## config.mk

```make
export PLATFORM = sky130hd
export DESIGN_NAME = multichannel_command_frame_parser
export DESIGN_NICKNAME = d
export VERILOG_FILES = /design/src/rtl/core/mcfp_pkg.sv /design/src/rtl/core/multichannel_command_frame_parser.sv /design/src/rtl/core/mcfp_ctx_ram.sv /design/src/rtl/core/mcfp_step.sv
export SDC_FILE = /design/constraint.sdc
export NUM_CORES = 1
export LEC_CHECK = 0
export ABC_CLOCK_PERIOD_IN_PS = 16280
export BUFFER_PORTS_ARGS = -buffer_cell sky130_fd_sc_hd__clkbuf_2
export CORE_ASPECT_RATIO = 0.6
export CORE_MARGIN = 5
export CORE_UTILIZATION = 25
export DETAILED_ROUTE_END_ITERATION = 12
export GPL_TIMING_DRIVEN = 0
export PLACE_DENSITY_LB_ADDON = 0.12
export SYNTH_ARGS = -nofsm -noshare
export SYNTH_HDL_FRONTEND = slang
export SYNTH_HIERARCHICAL = 1
export SYNTH_SLANG_ARGS = --single-unit
export TNS_END_PERCENT = 5
```

## constraint.sdc

```tcl
create_clock -name clk -period 16.28 [get_ports clk]
set_clock_uncertainty 0.2 [all_clocks]
set_input_delay 2.442 -clock clk [delete_from_list [all_inputs] [get_ports clk]]
set_output_delay 2.442 -clock clk [all_outputs]
set_load 0.02 [all_outputs]
```

## src/rtl/core/mcfp_pkg.sv

```systemverilog
package mcfp_pkg;

	// block dimensions
	localparam int CHANNELS        = 4;
	localparam int CH_AW           = (CHANNELS > 1) ? $clog2(CHANNELS) : 1;
	localparam int MAX_FRAME_BYTES = 240;

	// frame header bytes
	localparam logic [7:0] HDR_FIRST  = 8'hFF;
	localparam logic [7:0] HDR_SECOND = 8'h55;

	// command table reset values
	localparam logic [7:0] E0_MODE_RST = 8'h01;
	localparam logic [7:0] E0_CMD_RST  = 8'h00;
	localparam logic [7:0] E1_MODE_RST = 8'h01;
	localparam logic [7:0] E1_CMD_RST  = 8'hF0;

	// configuration register indexes
	typedef enum logic [2:0] {
		CFG_E0_MODE    = 3'd0,
		CFG_E0_COMMAND = 3'd1,
		CFG_E0_PAYLOAD = 3'd2,
		CFG_E1_MODE    = 3'd3,
		CFG_E1_COMMAND = 3'd4,
		CFG_E1_PAYLOAD = 3'd5
	} cfg_idx_t;

	// per-channel parse phase
	typedef enum logic [2:0] {
		PH_HEAD1 = 3'd0,
		PH_HEAD2 = 3'd1,
		PH_LEN   = 3'd2,
		PH_INDEX = 3'd3,
		PH_MODE  = 3'd4,
		PH_CMD   = 3'd5,
		PH_DATA  = 3'd6
	} phase_t;

	// per-channel frame context held in the context memory
	typedef struct packed {
		phase_t     phase;
		logic [7:0] declared_length;
		logic [7:0] counted_bytes;
		logic [7:0] held_index;
		logic [7:0] held_mode;
		logic [7:0] held_command;
	} ctx_t;

	// command table
	typedef struct packed {
		logic [7:0] e0_mode;
		logic [7:0] e0_command;
		logic       e0_has_payload;
		logic [7:0] e1_mode;
		logic [7:0] e1_command;
		logic       e1_has_payload;
	} cfg_t;

	typedef struct packed {
		logic [1:0] channel;
		logic [7:0] rx_byte;
	} in_item_t;

	typedef struct packed {
		logic [1:0] out_channel;
		logic       kind;
		logic       entry_hit;
		logic [7:0] frame_index;
		logic [7:0] frame_mode;
		logic [7:0] frame_command;
		logic [7:0] payload_value;
		logic [7:0] byte_count;
	} out_item_t;

	// channel number to context memory address
	function automatic logic [CH_AW-1:0] ch_addr(input logic [1:0] c);
		logic [CH_AW+1:0] w;
		w = {{CH_AW{1'b0}}, c};
		return w[CH_AW-1:0];
	endfunction

endpackage

```

## src/rtl/core/multichannel_command_frame_parser.sv

```systemverilog
// result path: each byte goes through the registered context read, then the output register
// throughput: one byte per cycle, any mix of channels, unless a blocked output stalls the input
// back-to-back on one channel too, via the context memory read-modify-write with write forwarding
// reset: all channels await the first header at once (per-entry written flags), table to defaults
// bytes that produce no result still take one pass through the context stage
module multichannel_command_frame_parser
	import mcfp_pkg::*;
(
	input  logic      clk,
	input  logic      arst_n,
	input  logic      in_valid,
	output logic      in_ready,
	input  in_item_t  in_data,
	output logic      out_valid,
	input  logic      out_ready,
	output out_item_t out_data,
	input  logic      cfg_we,
	input  logic [2:0] cfg_addr,
	input  logic [7:0] cfg_wdata
);

	cfg_t       cfg_q;
	logic       in_fire;
	logic       in_range;
	logic       s1_valid;
	logic       s1_inrange;
	logic [1:0] s1_channel;
	logic [7:0] s1_byte;
	logic       s1_fire;
	logic       out_free;
	logic       out_valid_q;
	out_item_t  out_data_q;
	ctx_t       cur_ctx;
	ctx_t       nxt_ctx;
	logic       emit;
	out_item_t  res;

	// command table registers
	always_ff @(posedge clk or negedge arst_n) begin
		if (!arst_n) begin
			cfg_q.e0_mode        <= E0_MODE_RST;
			cfg_q.e0_command     <= E0_CMD_RST;
			cfg_q.e0_has_payload <= 1'b0;
			cfg_q.e1_mode        <= E1_MODE_RST;
			cfg_q.e1_command     <= E1_CMD_RST;
			cfg_q.e1_has_payload <= 1'b0;
		end else if (cfg_we) begin
			unique case (cfg_idx_t'(cfg_addr))
				CFG_E0_MODE:    cfg_q.e0_mode        <= cfg_wdata;
				CFG_E0_COMMAND: cfg_q.e0_command     <= cfg_wdata;
				CFG_E0_PAYLOAD: cfg_q.e0_has_payload <= cfg_wdata[0];
				CFG_E1_MODE:    cfg_q.e1_mode        <= cfg_wdata;
				CFG_E1_COMMAND: cfg_q.e1_command     <= cfg_wdata;
				CFG_E1_PAYLOAD: cfg_q.e1_has_payload <= cfg_wdata[0];
				default: ;
			endcase
		end
	end

	// handshake
	assign out_free = !out_valid_q || out_ready;
	assign s1_fire  = s1_valid && out_free;
	assign in_ready = !s1_valid || s1_fire;
	assign in_fire  = in_valid && in_ready;
	assign in_range = 32'(in_data.channel) < CHANNELS;

	// context stage
	always_ff @(posedge clk or negedge arst_n) begin
		if (!arst_n) begin
			s1_valid <= 1'b0;
		end else if (in_fire) begin
			s1_valid <= 1'b1;
		end else if (s1_fire) begin
			s1_valid <= 1'b0;
		end
	end

	always_ff @(posedge clk) begin
		if (in_fire) begin
			s1_inrange <= in_range;
			s1_channel <= in_data.channel;
			s1_byte    <= in_data.rx_byte;
		end
	end

	mcfp_ctx_ram u_ctx_ram (
		.clk     (clk),
		.arst_n  (arst_n),
		.rd_en   (in_fire && in_range),
		.rd_addr (ch_addr(in_data.channel)),
		.wr_en   (s1_fire && s1_inrange),
		.wr_addr (ch_addr(s1_channel)),
		.wr_data (nxt_ctx),
		.rd_data (cur_ctx)
	);

	mcfp_step u_step (
		.cur     (cur_ctx),
		.channel (s1_channel),
		.rx_byte (s1_byte),
		.cfg     (cfg_q),
		.nxt     (nxt_ctx),
		.emit    (emit),
		.res     (res)
	);

	// output register
	always_ff @(posedge clk or negedge arst_n) begin
		if (!arst_n) begin
			out_valid_q <= 1'b0;
		end else if (s1_fire) begin
			out_valid_q <= emit && s1_inrange;
		end else if (out_ready) begin
			out_valid_q <= 1'b0;
		end
	end

	always_ff @(posedge clk) begin
		if (s1_fire) begin
			out_data_q <= res;
		end
	end

	assign out_valid = out_valid_q;
	assign out_data  = out_data_q;

`ifndef SYNTHESIS
	a_no_result_out_of_range: assert property (@(posedge clk) disable iff (!arst_n)
		(s1_fire && !s1_inrange) |=> !out_valid)
		else $error("result from out-of-range channel");
	a_dispatch_zero_payload: assert property (@(posedge clk) disable iff (!arst_n)
		(out_valid && out_data.kind) |-> (out_data.payload_value == 8'd0))
		else $error("dispatch carries payload value");
	a_payload_below_limit: assert property (@(posedge clk) disable iff (!arst_n)
		(out_valid && !out_data.kind) |-> (out_data.byte_count < 8'(MAX_FRAME_BYTES)))
		else $error("payload transfer at or beyond byte limit");
	a_stall_only_when_busy: assert property (@(posedge clk) disable iff (!arst_n)
		!in_ready |-> (s1_valid && out_valid_q && !out_ready))
		else $error("input stalled without a blocked result");
`endif

endmodule

```

## src/rtl/core/mcfp_ctx_ram.sv

```systemverilog
module mcfp_ctx_ram
	import mcfp_pkg::*;
(
	input  logic             clk,
	input  logic             arst_n,
	input  logic             rd_en,
	input  logic [CH_AW-1:0] rd_addr,
	input  logic             wr_en,
	input  logic [CH_AW-1:0] wr_addr,
	input  ctx_t             wr_data,
	output ctx_t             rd_data
);

	ctx_t             mem [CHANNELS];
	logic [CHANNELS-1:0] vld_q;
	ctx_t             rdata_q;
	logic             rvld_q;
	logic             fwd_q;
	ctx_t             fwd_data_q;

	// context storage, registered read
	always_ff @(posedge clk) begin
		if (wr_en) begin
			mem[wr_addr] <= wr_data;
		end
		if (rd_en) begin
			rdata_q    <= mem[rd_addr];
			fwd_data_q <= wr_data;
		end
	end

	// written flags, an unwritten entry reads as the reset context
	always_ff @(posedge clk or negedge arst_n) begin
		if (!arst_n) begin
			vld_q  <= '0;
			rvld_q <= 1'b0;
			fwd_q  <= 1'b0;
		end else begin
			if (wr_en) begin
				vld_q[wr_addr] <= 1'b1;
			end
			if (rd_en) begin
				rvld_q <= vld_q[rd_addr];
				fwd_q  <= wr_en && (wr_addr == rd_addr);
			end
		end
	end

	// forward a write that lands on the same edge as the read
	always_comb begin
		if (fwd_q) begin
			rd_data = fwd_data_q;
		end else if (rvld_q) begin
			rd_data = rdata_q;
		end else begin
			rd_data = ctx_t'('0);
		end
	end

endmodule

```

## src/rtl/core/mcfp_step.sv

```systemverilog
module mcfp_step
	import mcfp_pkg::*;
(
	input  ctx_t       cur,
	input  logic [1:0] channel,
	input  logic [7:0] rx_byte,
	input  cfg_t       cfg,
	output ctx_t       nxt,
	output logic       emit,
	output out_item_t  res
);

	logic [7:0] cmd_sel;
	logic       hit0;
	logic       hit1;
	logic       hit;
	logic       has_payload;
	logic [7:0] cnt_inc;
	logic       is_payload;

	// table lookup, entry zero wins
	always_comb begin
		cmd_sel     = (cur.phase == PH_CMD) ? rx_byte : cur.held_command;
		hit0        = (cur.held_mode == cfg.e0_mode) && (cmd_sel == cfg.e0_command);
		hit1        = (cur.held_mode == cfg.e1_mode) && (cmd_sel == cfg.e1_command);
		hit         = hit0 || hit1;
		has_payload = hit0 ? cfg.e0_has_payload : cfg.e1_has_payload;
		cnt_inc     = cur.counted_bytes + 8'd1;
	end

	// phase sequencing
	always_comb begin
		nxt        = cur;
		emit       = 1'b0;
		is_payload = 1'b0;
		unique case (cur.phase)
			PH_HEAD2: begin
				if (rx_byte == HDR_SECOND) begin
					nxt.phase = PH_LEN;
				end
			end
			PH_LEN: begin
				nxt.declared_length = rx_byte;
				nxt.counted_bytes   = 8'd0;
				nxt.phase           = PH_INDEX;
			end
			PH_INDEX: begin
				nxt.held_index    = rx_byte;
				nxt.counted_bytes = 8'd1;
				nxt.phase         = PH_MODE;
			end
			PH_MODE: begin
				nxt.held_mode     = rx_byte;
				nxt.counted_bytes = 8'd2;
				nxt.phase         = PH_CMD;
			end
			PH_CMD: begin
				nxt.held_command  = rx_byte;
				nxt.counted_bytes = 8'd3;
				if (hit && has_payload) begin
					nxt.phase = PH_DATA;
				end else begin
					nxt.phase = PH_HEAD1;
					emit      = hit;
				end
			end
			PH_DATA: begin
				nxt.counted_bytes = cnt_inc;
				if (cnt_inc == cur.declared_length) begin
					nxt.phase = PH_HEAD1;
					emit      = hit;
				end else if (cnt_inc >= 8'(MAX_FRAME_BYTES)) begin
					nxt.phase = PH_HEAD1;
				end else begin
					emit       = 1'b1;
					is_payload = 1'b1;
				end
			end
			default: begin
				nxt.phase = (rx_byte == HDR_FIRST) ? PH_HEAD2 : PH_HEAD1;
			end
		endcase
	end

	// result fields from the updated context
	always_comb begin
		res.out_channel   = channel;
		res.kind          = !is_payload;
		res.entry_hit     = !hit0 && hit1;
		res.frame_index   = nxt.held_index;
		res.frame_mode    = nxt.held_mode;
		res.frame_command = nxt.held_command;
		res.payload_value = is_payload ? rx_byte : 8'd0;
		res.byte_count    = nxt.counted_bytes;
	end

endmodule

```

==> impl_metrics.yaml <==
outcome:
  status: "finished clean"
die:
  num_io_pins: 72
  start_util_pct: 25.23
  dieArea_mm2: 0.06312
  core_mm2: 0.05752
  rows: 68
  dieWidth_um: 321.0
  fp.dieH_um: 196.6
critical_path:
  crit_path_start_kind: "input port"
  path_delay_family: "buffers and inverters"
  end_kind: "primary output"
  r2r_slack_ps: 11700
  path_buf_inv: 2
  cp_num_cells: 3
  slowest_stage: "nand3b_1"
  critPathKind: "input port to primary output"
  crit_arrival_ps: 2880
  cpPeakStageDelay_ps: 180
  crit_fanout: 3
  critPathRequiredTime_ps: 13640
  crit_start: "out_ready"
  rr_endpoint: "u_ctx_ram/mem[3][42]"
  regToRegStartpoint: "u_ctx_ram/fwd_q"
  rr_worst_depth: 14
  path_common_cell: "clkbuf_2"
  cp_cell_sequence: "clkbuf_2 > nand3b_1 > clkbuf_2"
placement:
  dpl.hpwl_um: 23980
  port_buffers: 71
  place_ws_ps: 10750
  place_inst: 1665
  place_congestion: 0.7001
finish:
  fillers: 5745
  final_cells: 1730
  syn_to_final_growth_pct: 19.18
  antenna_cells: 0
  fin_nets: 963
  layout-drive-gt1-share_pct: 33.23
  seq_area_mm2: 0.01043
  final_common_cell: "edfxtp_1"
  multi_input_area_mm2: 0.003581
  final_cell_mix: "312 x edfxtp_1, 71 x clkbuf_2, 59 x mux2_2"
logic_synthesis:
  yosysSeqAreaShare_pct: 71.86
  synthFlopType: "edfxtp_1"
  synth.avg_cell_area_um2: 17.89
  synth_edf_count: 312
  synth.distinct_cells: 63
  yosys.area.top_type_share_pct: 64.56
  netlist_instances: 811
  yosysWarnings: 6
  syn-num-nets: 838
  synth_area_mm2: 0.01451
  ys_seq_elements: 354
  yosysTopAreaCell: "edfxtp_1"
  synthTopCellsByArea: "edfxtp_1 65%, dfrtp_1 6.2%, mux4_2 5.9%"
  synthArstFlopShare_pct: 11.86
routing:
  ant_nets: 0
  num_vias: 7457
  detail_route.wl_per_cell_um: 21.26
  drt_iter0_markers: 473
  vias_per_cell: 4.310
  drt_wl_total_um: 36780
  first_pass_iters: 4
  drc: 0
clocking:
  ctsHoldBuffers: 0
  cts_buffers: 38
  h-tree-depth: 2
  cts_tree: "built"
  clk_latency_ps: 530
  root_buffer: "clkbuf_16"
  ctsResizeCount: 0
  cts_setup_buffers: 0
  clock_path_buffers: 3
  cts_sinks: 354
  clk_pin_slew_ps: 60
hold_path:
  holdPathStages: 1
  min_to: "u_ctx_ram/vld_q[3]"
  hp-start: "u_ctx_ram/vld_q[3]"
  hold_class: "register to register"
sta:
  slew_headroom_pct: 37.03
  fin_tns_setup_ps: 0
  hold_violations: 0
  rsz0062_at_grt: "no"
  postLayoutSetupSlackWorst_ps: 10760
  slew_violations: 0
  setup_viol: 0
  period_needed_ps: 5521
  timing.hold.ws_ps: 259.5
  worst_pin_slew_ps: 941.0
  fin_crit_sh_pct: 33.91
  max_freq_mhz: 181.1
run:
  drv_cap: 0
global_route:
  globalRoute.totalOverflow: 0
  antenna_found_initial: 4
  grt_max_degree: 57
  first_global_vias: 7788
  grt_pass1_wl_um: 53990
  track_usage_pct: 11.46
power_and_ir_drop:
  seq_power_share_pct: 49.6
  switching_share_pct: 25.01
  clockPowerShare_pct: 36.6
  ir_worst_vdd_mv: 0.06064
  pwr-share-comb_pct: 13.8
  powerDensity_mw_per_mm2: 133.9
  p_sw_mw: 0.5789
  p_leak_nw: 6.200
  internal_power_mw: 1.736
## synth_stat cells (all sizes together) (8+ instances only)
cell and instances:
inv 15, and2 8, clkbuf 8, a22o 42, dfrtp 36, xnor2 13
xor2 33, o21ai 25, nand2 28, mux2 59, nor2 25, buf 60
edfxtp 312, mux4 43
## cells by family (layout without fill, tap and decap cells)
group / Yosys count / count (layout) / share of synthesized area (%)
compound gates: 96 / 96 / 4.949
xor+xnor: 46 / 46 / 2.776
fa+ha+maj: 1 / 1 / 0.08621
buf+inv: 83 / 232 / 3.725
flops: 354 / 354 / 71.86
mux: 106 / 106 / 11.66
simple gates: 125 / 125 / 4.949
## worst register-to-register path, delay by kind of cell, from the launching register on
kind                      cells  cell delay (ps)
AOI/OAI and AO/OA             2              470
xor gates and xnor gates      1              270
DFF                           1              350
buffers and inverters         5             1390
and+or+nand+nor               5             1320
muxes                         1              440
## metrics by stage
stage                     cell area [um2]  total power, mW  utilization [%]
final                               17300            2.315            30.07
after global routing                17300            2.430            30.07
after CTS                           17280            2.360            30.04
after detailed placement            16080            1.493            27.96
after global placement              15830            1.489            27.52
after floorplan                     14510            1.374                -
## state kept, by name, summed over array words and instances, names as in the netlist, 2 cells and up
name,cells
u_ctx_ram/mem,172
s1_byte,8
out_data,44
cfg_q,34
u_ctx_ram/fwd_data_q,43
u_ctx_ram/vld_q,4
u_ctx_ram/rdata_q,43
s1_channel,2
## worst max path at each step
stage	to	slack (ps)
after floorplan	u_ctx_ram/mem[0][0]	8570
after global placement	u_ctx_ram/vld_q[0]	3190
after detailed placement	in_ready	10750
after CTS	in_ready	10750
after global routing	in_ready	10720
final	in_ready	10760
## metal layers
metal,up-vias,share of wire [%],track usage (%)
li1,3415,-,-
met1,3856,51,17.81
met2,139,42,16.58
met3,43,5.8,2.391
met4,4,1.5,2.218
met5,-,0.068,0
## final cells by class
cell class | count | share of cell area, %
clock inverters | 19 | 1.020
flip-flops and latches | 354 | 60.29
repair buffers | 85 | 3.400
multi-input cells | 374 | 20.70
clock buffers | 45 | 5.889
plain buffers | 68 | 2.800
well taps | 770 | 5.570
inverters | 15 | 0.3255
## power by group through the flow
| stage | sequential [mW] | clock [mW] | combinational (mW) |
|---|---|---|---|
| global placement | 1.17 | 0 | 0.317 |
| detailed placement | 1.17 | 0 | 0.326 |
| floorplan | 1.17 | 0 | 0.202 |
| finish | 1.15 | 0.848 | 0.319 |
| global route | 1.16 | 0.922 | 0.352 |
| CTS | 1.15 | 0.884 | 0.327 |
Note: power is estimated with default switching activity, not from simulation.
